$ cat src/design/ndefp_pkg.sv
package ndefp_pkg;

  localparam int POS_BITS = 16;
  localparam logic [POS_BITS-1:0] POS_LAST = {POS_BITS{1'b1}};

  localparam logic [7:0] FLAG_MB  = 8'h80;
  localparam logic [7:0] FLAG_ME  = 8'h40;
  localparam logic [7:0] FLAG_SR  = 8'h10;
  localparam logic [7:0] FLAG_IL  = 8'h08;
  localparam logic [7:0] MASK_TNF = 8'h07;

  localparam logic [7:0] REC_LIMIT_RESET = 8'd16;

  localparam logic [1:0] ST_OK        = 2'd0;
  localparam logic [1:0] ST_MALFORMED = 2'd1;
  localparam logic [1:0] ST_NO_RECORD = 2'd2;
  localparam logic [1:0] ST_BAD_PARAM = 2'd3;

  localparam logic KIND_RECORD  = 1'b0;
  localparam logic KIND_SUMMARY = 1'b1;

  localparam int CFG_ADDR_BITS = 3;
  localparam logic [CFG_ADDR_BITS-1:0] REG_REC_LIMIT = 3'd0;

  localparam int QUEUE_DEPTH = 4;
  localparam int QPTR_BITS   = $clog2(QUEUE_DEPTH);
  localparam int QCNT_BITS   = $clog2(QUEUE_DEPTH + 1);

  typedef struct packed {
    logic [7:0] data_byte;
    logic       end_of_buffer;
  } in_t;

  typedef struct packed {
    logic                item_kind;
    logic [2:0]          tnf;
    logic [POS_BITS-1:0] type_offset;
    logic [7:0]          type_length;
    logic [POS_BITS-1:0] id_offset;
    logic [7:0]          id_length;
    logic [POS_BITS-1:0] payload_offset;
    logic [15:0]         payload_length;
    logic [7:0]          record_count;
    logic [1:0]          status;
    logic                last_of_run;
  } out_t;

endpackage

$ cat src/design/ndefp_core.sv
module ndefp_core (
  input  logic               clk,
  input  logic               rst_n,
  input  logic               beat_acc,
  input  ndefp_pkg::in_t     beat,
  input  logic [7:0]         rec_limit,
  output ndefp_pkg::out_t    res0,
  output ndefp_pkg::out_t    res1,
  output logic [1:0]         res_cnt
);

  localparam logic [3:0] PH_HDR   = 4'd0;
  localparam logic [3:0] PH_TLEN  = 4'd1;
  localparam logic [3:0] PH_PLEN  = 4'd2;
  localparam logic [3:0] PH_IDLEN = 4'd3;
  localparam logic [3:0] PH_TYPE  = 4'd4;
  localparam logic [3:0] PH_ID    = 4'd5;
  localparam logic [3:0] PH_PAY   = 4'd6;

  logic [3:0]                    phase_r, phase_nxt;
  logic [ndefp_pkg::POS_BITS-1:0] pos_r, pos_nxt;
  logic [7:0]                    flags_r, flags_nxt;
  logic [1:0]                    lbi_r, lbi_nxt;
  logic [31:0]                   rem_r, rem_nxt;
  logic [7:0]                    tlen_r, tlen_nxt;
  logic [7:0]                    idlen_r, idlen_nxt;
  logic [ndefp_pkg::POS_BITS-1:0] fo0_r, fo0_nxt, fo1_r, fo1_nxt, fo2_r, fo2_nxt;
  logic [7:0]                    recs_r, recs_nxt;
  logic                          first_r, first_nxt;
  logic                          done_r, done_nxt;

  logic [ndefp_pkg::POS_BITS-1:0] next_pos;
  ndefp_pkg::out_t               res [2];
  ndefp_pkg::out_t               sum;
  logic [1:0]                    n;
  logic                          completed, go_bodies, go_id, go_pay;
  logic [1:0]                    eob_st;

  assign next_pos = pos_r + 1'b1;

  always_comb begin
    phase_nxt = phase_r;
    pos_nxt   = pos_r;
    flags_nxt = flags_r;
    lbi_nxt   = lbi_r;
    rem_nxt   = rem_r;
    tlen_nxt  = tlen_r;
    idlen_nxt = idlen_r;
    fo0_nxt   = fo0_r;
    fo1_nxt   = fo1_r;
    fo2_nxt   = fo2_r;
    recs_nxt  = recs_r;
    first_nxt = first_r;
    done_nxt  = done_r;
    res[0]    = '0;
    res[1]    = '0;
    sum       = '0;
    n         = 2'd0;
    completed = 1'b0;
    go_bodies = 1'b0;
    go_id     = 1'b0;
    go_pay    = 1'b0;
    eob_st    = ndefp_pkg::ST_OK;
    sum.item_kind = ndefp_pkg::KIND_SUMMARY;

    if (beat_acc && !done_r) begin
      if (pos_r == ndefp_pkg::POS_LAST) begin
        sum.record_count = recs_r;
        sum.status       = ndefp_pkg::ST_MALFORMED;
        res[0]           = sum;
        n                = 2'd1;
        done_nxt         = 1'b1;
      end else if (pos_r == '0 && rec_limit == 8'd0) begin
        sum.record_count = recs_r;
        sum.status       = ndefp_pkg::ST_BAD_PARAM;
        res[0]           = sum;
        n                = 2'd1;
        done_nxt         = 1'b1;
      end else begin
        unique case (phase_r)
          PH_HDR: begin
            if (first_r && (beat.data_byte & ndefp_pkg::FLAG_MB) == 8'd0) begin
              sum.record_count = recs_r;
              sum.status       = ndefp_pkg::ST_MALFORMED;
              res[0]           = sum;
              n                = 2'd1;
              done_nxt         = 1'b1;
            end else begin
              first_nxt = 1'b0;
              flags_nxt = beat.data_byte;
              phase_nxt = PH_TLEN;
            end
          end
          PH_TLEN: begin
            tlen_nxt  = beat.data_byte;
            idlen_nxt = 8'd0;
            rem_nxt   = 32'd0;
            lbi_nxt   = 2'd0;
            phase_nxt = PH_PLEN;
          end
          PH_PLEN: begin
            rem_nxt = {rem_r[23:0], beat.data_byte};
            if ((flags_r & ndefp_pkg::FLAG_SR) != 8'd0 || lbi_r == 2'd3) begin
              lbi_nxt = 2'd0;
              if ((flags_r & ndefp_pkg::FLAG_IL) != 8'd0) begin
                phase_nxt = PH_IDLEN;
              end else begin
                go_bodies = 1'b1;
              end
            end else begin
              lbi_nxt = lbi_r + 2'd1;
            end
          end
          PH_IDLEN: begin
            idlen_nxt = beat.data_byte;
            go_bodies = 1'b1;
          end
          PH_TYPE: begin
            if ((next_pos - fo0_r) >= {{(ndefp_pkg::POS_BITS-8){1'b0}}, tlen_r}) begin
              go_id = 1'b1;
            end
          end
          PH_ID: begin
            if ((next_pos - fo1_r) >= {{(ndefp_pkg::POS_BITS-8){1'b0}}, idlen_r}) begin
              go_pay = 1'b1;
            end
          end
          default: begin
            if (rem_r != 32'd0) begin
              rem_nxt = rem_r - 32'd1;
            end
            if (rem_nxt == 32'd0) begin
              completed = 1'b1;
            end
          end
        endcase

        if (go_bodies) begin
          fo0_nxt = next_pos;
          if (tlen_nxt != 8'd0) begin
            phase_nxt = PH_TYPE;
          end else begin
            go_id = 1'b1;
          end
        end
        if (go_id) begin
          if (idlen_nxt != 8'd0) begin
            fo1_nxt   = next_pos;
            phase_nxt = PH_ID;
          end else begin
            fo1_nxt = '0;
            go_pay  = 1'b1;
          end
        end
        if (go_pay) begin
          fo2_nxt = next_pos;
          if (rem_nxt != 32'd0) begin
            phase_nxt = PH_PAY;
          end else begin
            completed = 1'b1;
          end
        end

        pos_nxt = next_pos;

        if (completed) begin
          recs_nxt              = recs_r + 8'd1;
          res[0].item_kind      = ndefp_pkg::KIND_RECORD;
          res[0].tnf            = flags_nxt[2:0] & ndefp_pkg::MASK_TNF[2:0];
          res[0].type_offset    = fo0_nxt;
          res[0].type_length    = tlen_nxt;
          res[0].id_offset      = fo1_nxt;
          res[0].id_length      = idlen_nxt;
          res[0].payload_offset = fo2_nxt;
          res[0].payload_length = 16'(next_pos - fo2_nxt);
          res[0].record_count   = recs_nxt;
          res[0].status         = ndefp_pkg::ST_OK;
          n                     = 2'd1;
          phase_nxt             = PH_HDR;
          if ((flags_nxt & ndefp_pkg::FLAG_ME) != 8'd0 || recs_nxt >= rec_limit) begin
            sum.record_count = recs_nxt;
            sum.status       = ndefp_pkg::ST_OK;
            res[1]           = sum;
            n                = 2'd2;
            done_nxt         = 1'b1;
          end
        end
      end

      if (beat.end_of_buffer && !done_nxt) begin
        if (phase_nxt != PH_HDR) begin
          eob_st = ndefp_pkg::ST_MALFORMED;
        end else if (recs_nxt == 8'd0) begin
          eob_st = ndefp_pkg::ST_NO_RECORD;
        end else begin
          eob_st = ndefp_pkg::ST_OK;
        end
        sum.record_count = recs_nxt;
        sum.status       = eob_st;
        res[n[0]]        = sum;
        n                = n + 2'd1;
      end
    end

    if (n == 2'd1) begin
      res[0].last_of_run = 1'b1;
    end else if (n == 2'd2) begin
      res[1].last_of_run = 1'b1;
    end

    if (beat_acc && beat.end_of_buffer) begin
      phase_nxt = PH_HDR;
      pos_nxt   = '0;
      flags_nxt = 8'd0;
      lbi_nxt   = 2'd0;
      rem_nxt   = 32'd0;
      tlen_nxt  = 8'd0;
      idlen_nxt = 8'd0;
      fo0_nxt   = '0;
      fo1_nxt   = '0;
      fo2_nxt   = '0;
      recs_nxt  = 8'd0;
      first_nxt = 1'b1;
      done_nxt  = 1'b0;
    end
  end

  assign res0    = res[0];
  assign res1    = res[1];
  assign res_cnt = n;

  always_ff @(posedge clk) begin
    if (!rst_n) begin
      phase_r <= PH_HDR;
      pos_r   <= '0;
      flags_r <= 8'd0;
      lbi_r   <= 2'd0;
      rem_r   <= 32'd0;
      tlen_r  <= 8'd0;
      idlen_r <= 8'd0;
      fo0_r   <= '0;
      fo1_r   <= '0;
      fo2_r   <= '0;
      recs_r  <= 8'd0;
      first_r <= 1'b1;
      done_r  <= 1'b0;
    end else begin
      phase_r <= phase_nxt;
      pos_r   <= pos_nxt;
      flags_r <= flags_nxt;
      lbi_r   <= lbi_nxt;
      rem_r   <= rem_nxt;
      tlen_r  <= tlen_nxt;
      idlen_r <= idlen_nxt;
      fo0_r   <= fo0_nxt;
      fo1_r   <= fo1_nxt;
      fo2_r   <= fo2_nxt;
      recs_r  <= recs_nxt;
      first_r <= first_nxt;
      done_r  <= done_nxt;
    end
  end

endmodule

$ cat src/design/ndefp_queue.sv
module ndefp_queue (
  input  logic            clk,
  input  logic            rst_n,
  input  logic [1:0]      push_cnt,
  input  ndefp_pkg::out_t d0,
  input  ndefp_pkg::out_t d1,
  input  logic            pop,
  output logic            q_valid,
  output ndefp_pkg::out_t q,
  output logic            low_room
);

  ndefp_pkg::out_t                  mem_r [ndefp_pkg::QUEUE_DEPTH];
  logic [ndefp_pkg::QPTR_BITS-1:0]  wptr_r, wptr_nxt, rptr_r, rptr_nxt, wptr_p1;
  logic [ndefp_pkg::QCNT_BITS-1:0]  cnt_r, cnt_nxt;

  assign wptr_p1  = wptr_r + 1'b1;
  assign q_valid  = cnt_r != '0;
  assign q        = mem_r[rptr_r];
  assign low_room = cnt_r > ndefp_pkg::QCNT_BITS'(ndefp_pkg::QUEUE_DEPTH - 2);

  always_comb begin
    wptr_nxt = wptr_r + ndefp_pkg::QPTR_BITS'(push_cnt);
    rptr_nxt = pop ? rptr_r + 1'b1 : rptr_r;
    cnt_nxt  = cnt_r + ndefp_pkg::QCNT_BITS'(push_cnt)
             - ndefp_pkg::QCNT_BITS'(pop);
  end

  always_ff @(posedge clk) begin
    if (!rst_n) begin
      wptr_r <= '0;
      rptr_r <= '0;
      cnt_r  <= '0;
    end else begin
      wptr_r <= wptr_nxt;
      rptr_r <= rptr_nxt;
      cnt_r  <= cnt_nxt;
    end
  end

  always_ff @(posedge clk) begin
    if (push_cnt != 2'd0) begin
      mem_r[wptr_r] <= d0;
    end
    if (push_cnt == 2'd2) begin
      mem_r[wptr_p1] <= d1;
    end
  end

endmodule

$ cat src/design/ndef_record_parser.sv
// NDEF record parser: takes one message byte per cycle on the in_ channel and returns record
// descriptors and a final message summary on the out_ channel. Every byte is decoded in the
// cycle it is accepted; results go into a four-entry result queue, and in_stall rises while
// fewer than two queue slots are free. A byte yields at most two results (a descriptor and the
// summary), so with the output draining the block sustains one byte per clock, and a byte that
// ends a record and the message queues the descriptor, then the summary. The record limit sits
// at byte address 0 of the APB port and should only be written while no byte is in flight.
module ndef_record_parser (
  input  logic                                 clk,
  input  logic                                 rst_n,
  input  logic                                 in_valid,
  output logic                                 in_stall,
  input  ndefp_pkg::in_t                       in_data,
  output logic                                 out_valid,
  input  logic                                 out_stall,
  output ndefp_pkg::out_t                      out_data,
  input  logic                                 psel,
  input  logic                                 penable,
  input  logic                                 pwrite,
  input  logic [ndefp_pkg::CFG_ADDR_BITS-1:0]  paddr,
  input  logic [31:0]                          pwdata,
  output logic [31:0]                          prdata,
  output logic                                 pready
);

  logic [7:0]      rec_limit_r;
  logic            in_acc;
  logic            out_pop;
  ndefp_pkg::out_t res0, res1;
  logic [1:0]      res_cnt;

  assign pready  = 1'b1;
  assign prdata  = (paddr == ndefp_pkg::REG_REC_LIMIT) ? {24'd0, rec_limit_r} : 32'd0;
  assign in_acc  = in_valid && !in_stall;
  assign out_pop = out_valid && !out_stall;

  always_ff @(posedge clk) begin
    if (!rst_n) begin
      rec_limit_r <= ndefp_pkg::REC_LIMIT_RESET;
    end else if (psel && penable && pwrite && pready &&
                 paddr == ndefp_pkg::REG_REC_LIMIT) begin
      rec_limit_r <= pwdata[7:0];
    end
  end

  ndefp_core u_core (
    .clk       (clk),
    .rst_n     (rst_n),
    .beat_acc  (in_acc),
    .beat      (in_data),
    .rec_limit (rec_limit_r),
    .res0      (res0),
    .res1      (res1),
    .res_cnt   (res_cnt)
  );

  ndefp_queue u_queue (
    .clk      (clk),
    .rst_n    (rst_n),
    .push_cnt (res_cnt),
    .d0       (res0),
    .d1       (res1),
    .pop      (out_pop),
    .q_valid  (out_valid),
    .q        (out_data),
    .low_room (in_stall)
  );

endmodule

$ cat config.mk
export PLATFORM = sky130hd
export DESIGN_NAME = ndef_record_parser
export DESIGN_NICKNAME = d
export VERILOG_FILES = /design/src/design/ndefp_pkg.sv /design/src/design/ndefp_core.sv /design/src/design/ndefp_queue.sv /design/src/design/ndef_record_parser.sv
export SDC_FILE = /design/constraint.sdc
export NUM_CORES = 1
export LEC_CHECK = 0
export ABC_AREA = 1
export BUFFER_PORTS_ARGS = -buffer_cell sky130_fd_sc_hd__clkbuf_2
export CAP_MARGIN = 15
export CORE_MARGIN = 1
export CORE_UTILIZATION = 67
export CTS_BUF_LIST = sky130_fd_sc_hd__clkbuf_8 sky130_fd_sc_hd__clkbuf_16
export CTS_CLUSTER_DIAMETER = 120
export DETAILED_ROUTE_END_ITERATION = 7
export HOLD_SLACK_MARGIN = 0.06
export PLACE_DENSITY = 0.87
export SLEW_MARGIN = 20
export SYNTH_ARGS = -nofsm -noshare
export SYNTH_HDL_FRONTEND = slang
export SYNTH_SLANG_ARGS = --single-unit
$ cat constraint.sdc
create_clock -name clk -period 13.96 [get_ports clk]
set_clock_uncertainty 0.2 [all_clocks]
set_input_delay 1.396 -clock clk [delete_from_list [all_inputs] [get_ports clk]]
set_output_delay 1.396 -clock clk [all_outputs]
set_load 0.005 [all_outputs]
==> metrics <==
crit path DAT=9080 ps; post-cts hold buffer count=0; largest net degree at the start of global routing=109; total core area=44400 um2; most frequent cells in the layout=nand2_1 (817), inv_1 (692), nor2_1 (505); Final Cycle Share=0.637; most common cell after layout, fill and taps aside=nand2_1; Crit path top cell by count=nand2_1; Ant. Diodes=0; Final Setup Violations=0; Max stage delay on crit path=700 ps; Initial Utilization=0.682; reg2reg setup slack=5070 ps; PD cells=182 nW/um2; Die X=215 um; PnR Total Power=5940 uW; Final nets=4064; post-DP HPWL=50.7 mm; initial antenna violation count=0; DIE AREA=46000 um2; sequential area share after synthesis=0.477; Final GP Congestion=0.981; CP max FO=36; Crit Path Class=reg2reg; fin crit period=8890 ps; outcome=finished, final reports clean; post-synthesis instance total=3897; number of gates resized after cts=0; average cell area after synthesis=7.77 um2; Crit path required time=14150 ps; grt met1 use=0.452; worst r2r path cells=43; Peak Freq=112 MHz; Top Usage Layer GRT=met2; Hold Crit Class=reg2reg; post-route setup TNS=0 ps; fraction of layout cells with a size suffix above 1=0.0770; htree depth=2; 1st-iter DRT viols=2821; Syn Std Cell Area=30300 um2; Rows=77; routed len/inst=17.6 um; Layout area overhead=8.02%; fin util=0.736; CTS tree=yes; global-route wire length before repair=127 mm; Max VDD drop=0.000146 V; Port Buffers=131; total grt overflow=0; CTS Root Cell=clkbuf_16; Slew Viols, Final=0; GR Util All Layers=0.346; Setup crit end kind=register; CP max-delay cell=dfxtp_1; Synth Flop Type=edfxtp_1; Post-CTS Setup Repair Bufs=0; met2 Usage GRT=0.579; vias per cell=5.75; total wire length=80.5 mm; Post-synth EDFFs=380; area occupied by registers=14400 um2; worst hold path cell count=2; Skew-Pair Late Insertion Delay=640 ps; Synth Register Bits=531; max_cap viols=0; area occupied by multi-input gates=12200 um2; Final Hold Vio Count=0; CTS max path bufs=3; slew at the pin closest to its max-slew limit=1150 ps; min-delay src=u_queue.rptr_r[1]; Fill cells=3225; relative slew slack=0.234; vias in the first global route=24.9k; Post-DRT Antenna Nets=0; Leakage=0.0166 uW; Finished Layout Cells=4564; worst hold margin=279 ps; CP Launch Type=register; YS warnings=0; Vert. Die Dim=215 um; Reg-to-Reg End=u_queue.mem_r[2][24]; Cell variety after synth=54; Post-route DRC=0; drt first pass iters=6; unrepaired setup endpoints after global routing=false; Worst-path clk slew=60 ps; cts bufs inserted=53; dpl cells=4465; RR Startpoint=u_core.pos_r[0]; met3 usage=0.0454; via count=26.2k; # clock sinks=531; Top Ports=181; FFs w/ async S/R, synth=0
registers in the layout (all words and copies together), names as in the netlist, 16 cells and up, named ones only:
signal	count
u_core.rem_r	32
u_core.fo2_r	16
u_core.fo0_r	16
u_core.pos_r	16
u_queue.mem_r	380
u_core.fo1_r	16
critical path: cells and delay by family (launching register included):
family / cells / cell delay, ps
compound gates: 9 / 1910
xor+xnor: 2 / 800
fa+ha+maj: 3 / 1100
buf+inv: 6 / 940
flops: 1 / 700
simple gates: 23 / 2970
cells in the mapped netlist (28+ instances only):
| library cell | number | area [um2] |
|---|---|---|
| inv_2 | 32 | 120 |
| ha_1 | 81 | 1010 |
| clkbuf_1 | 121 | 454 |
| a21oi_1 | 159 | 796 |
| edfxtp_1 | 380 | 11400 |
| nor2_1 | 506 | 1900 |
| xor2_1 | 55 | 482 |
| o21ai_0 | 365 | 1830 |
| inv_1 | 690 | 2590 |
| a22oi_1 | 31 | 233 |
| o22ai_1 | 113 | 707 |
| buf_2 | 28 | 140 |
| nand3_1 | 106 | 531 |
| dfxtp_1 | 151 | 3020 |
| nand2_1 | 822 | 3090 |
report_power, final:
part           internal, uW  switching, uW
combinational           796           1660
clock                   791            637
sequential             1930            130
total                  3510           2430
layer usage:
layer  share of wire  vias up
met5               0        -
met4           0.037        0
met3           0.094      202
met2            0.48     1347
met1            0.39    12097
li1                -    12587
cell families after synthesis:
logic type | share of synthesized area
buffers and inverters | 0.124
xor gates and xnor gates | 0.0174
and+or+nand+nor | 0.204
AOI/OAI and AO/OA | 0.140
adders and majority gates | 0.0361
other | 0.000248
DFF | 0.477
muxes | 0.000992
per-stage QoR:
step	setup WS (ps)	instance area [um2]
6_report	5070	32700
5_1_grt	4580	32700
4_1_cts	5340	32700
3_5_place_dp	5490	31000
3_3_place_gp	5750	31000
2_1_floorplan	6860	30400
cell type report:
| type | count | share of cell area |
|---|---|---|
| flip-flops and latches | 531 | 0.442 |
| multi-input cells | 2463 | 0.374 |
| inverters | 724 | 0.0833 |
| clock buffers | 53 | 0.0406 |
| repair buffers | 155 | 0.0256 |
| well taps | 592 | 0.0227 |
| clock inverters | 46 | 0.0124 |
worst max path at each step:
stage                               start              endpoint  depth (start not counted)
after floorplan           u_core.pos_r[0]   u_queue.mem_r[2][0]                         30
after global placement    u_core.pos_r[0]  u_queue.mem_r[2][25]                         46
after detailed placement  u_core.pos_r[0]  u_queue.mem_r[2][24]                         43
after CTS                 u_core.pos_r[0]  u_queue.mem_r[2][24]                         43
after global routing      u_core.pos_r[0]  u_queue.mem_r[2][24]                         42
final                     u_core.pos_r[0]  u_queue.mem_r[2][24]                         43
No activity file was read; power rests on OpenSTA's default activity.
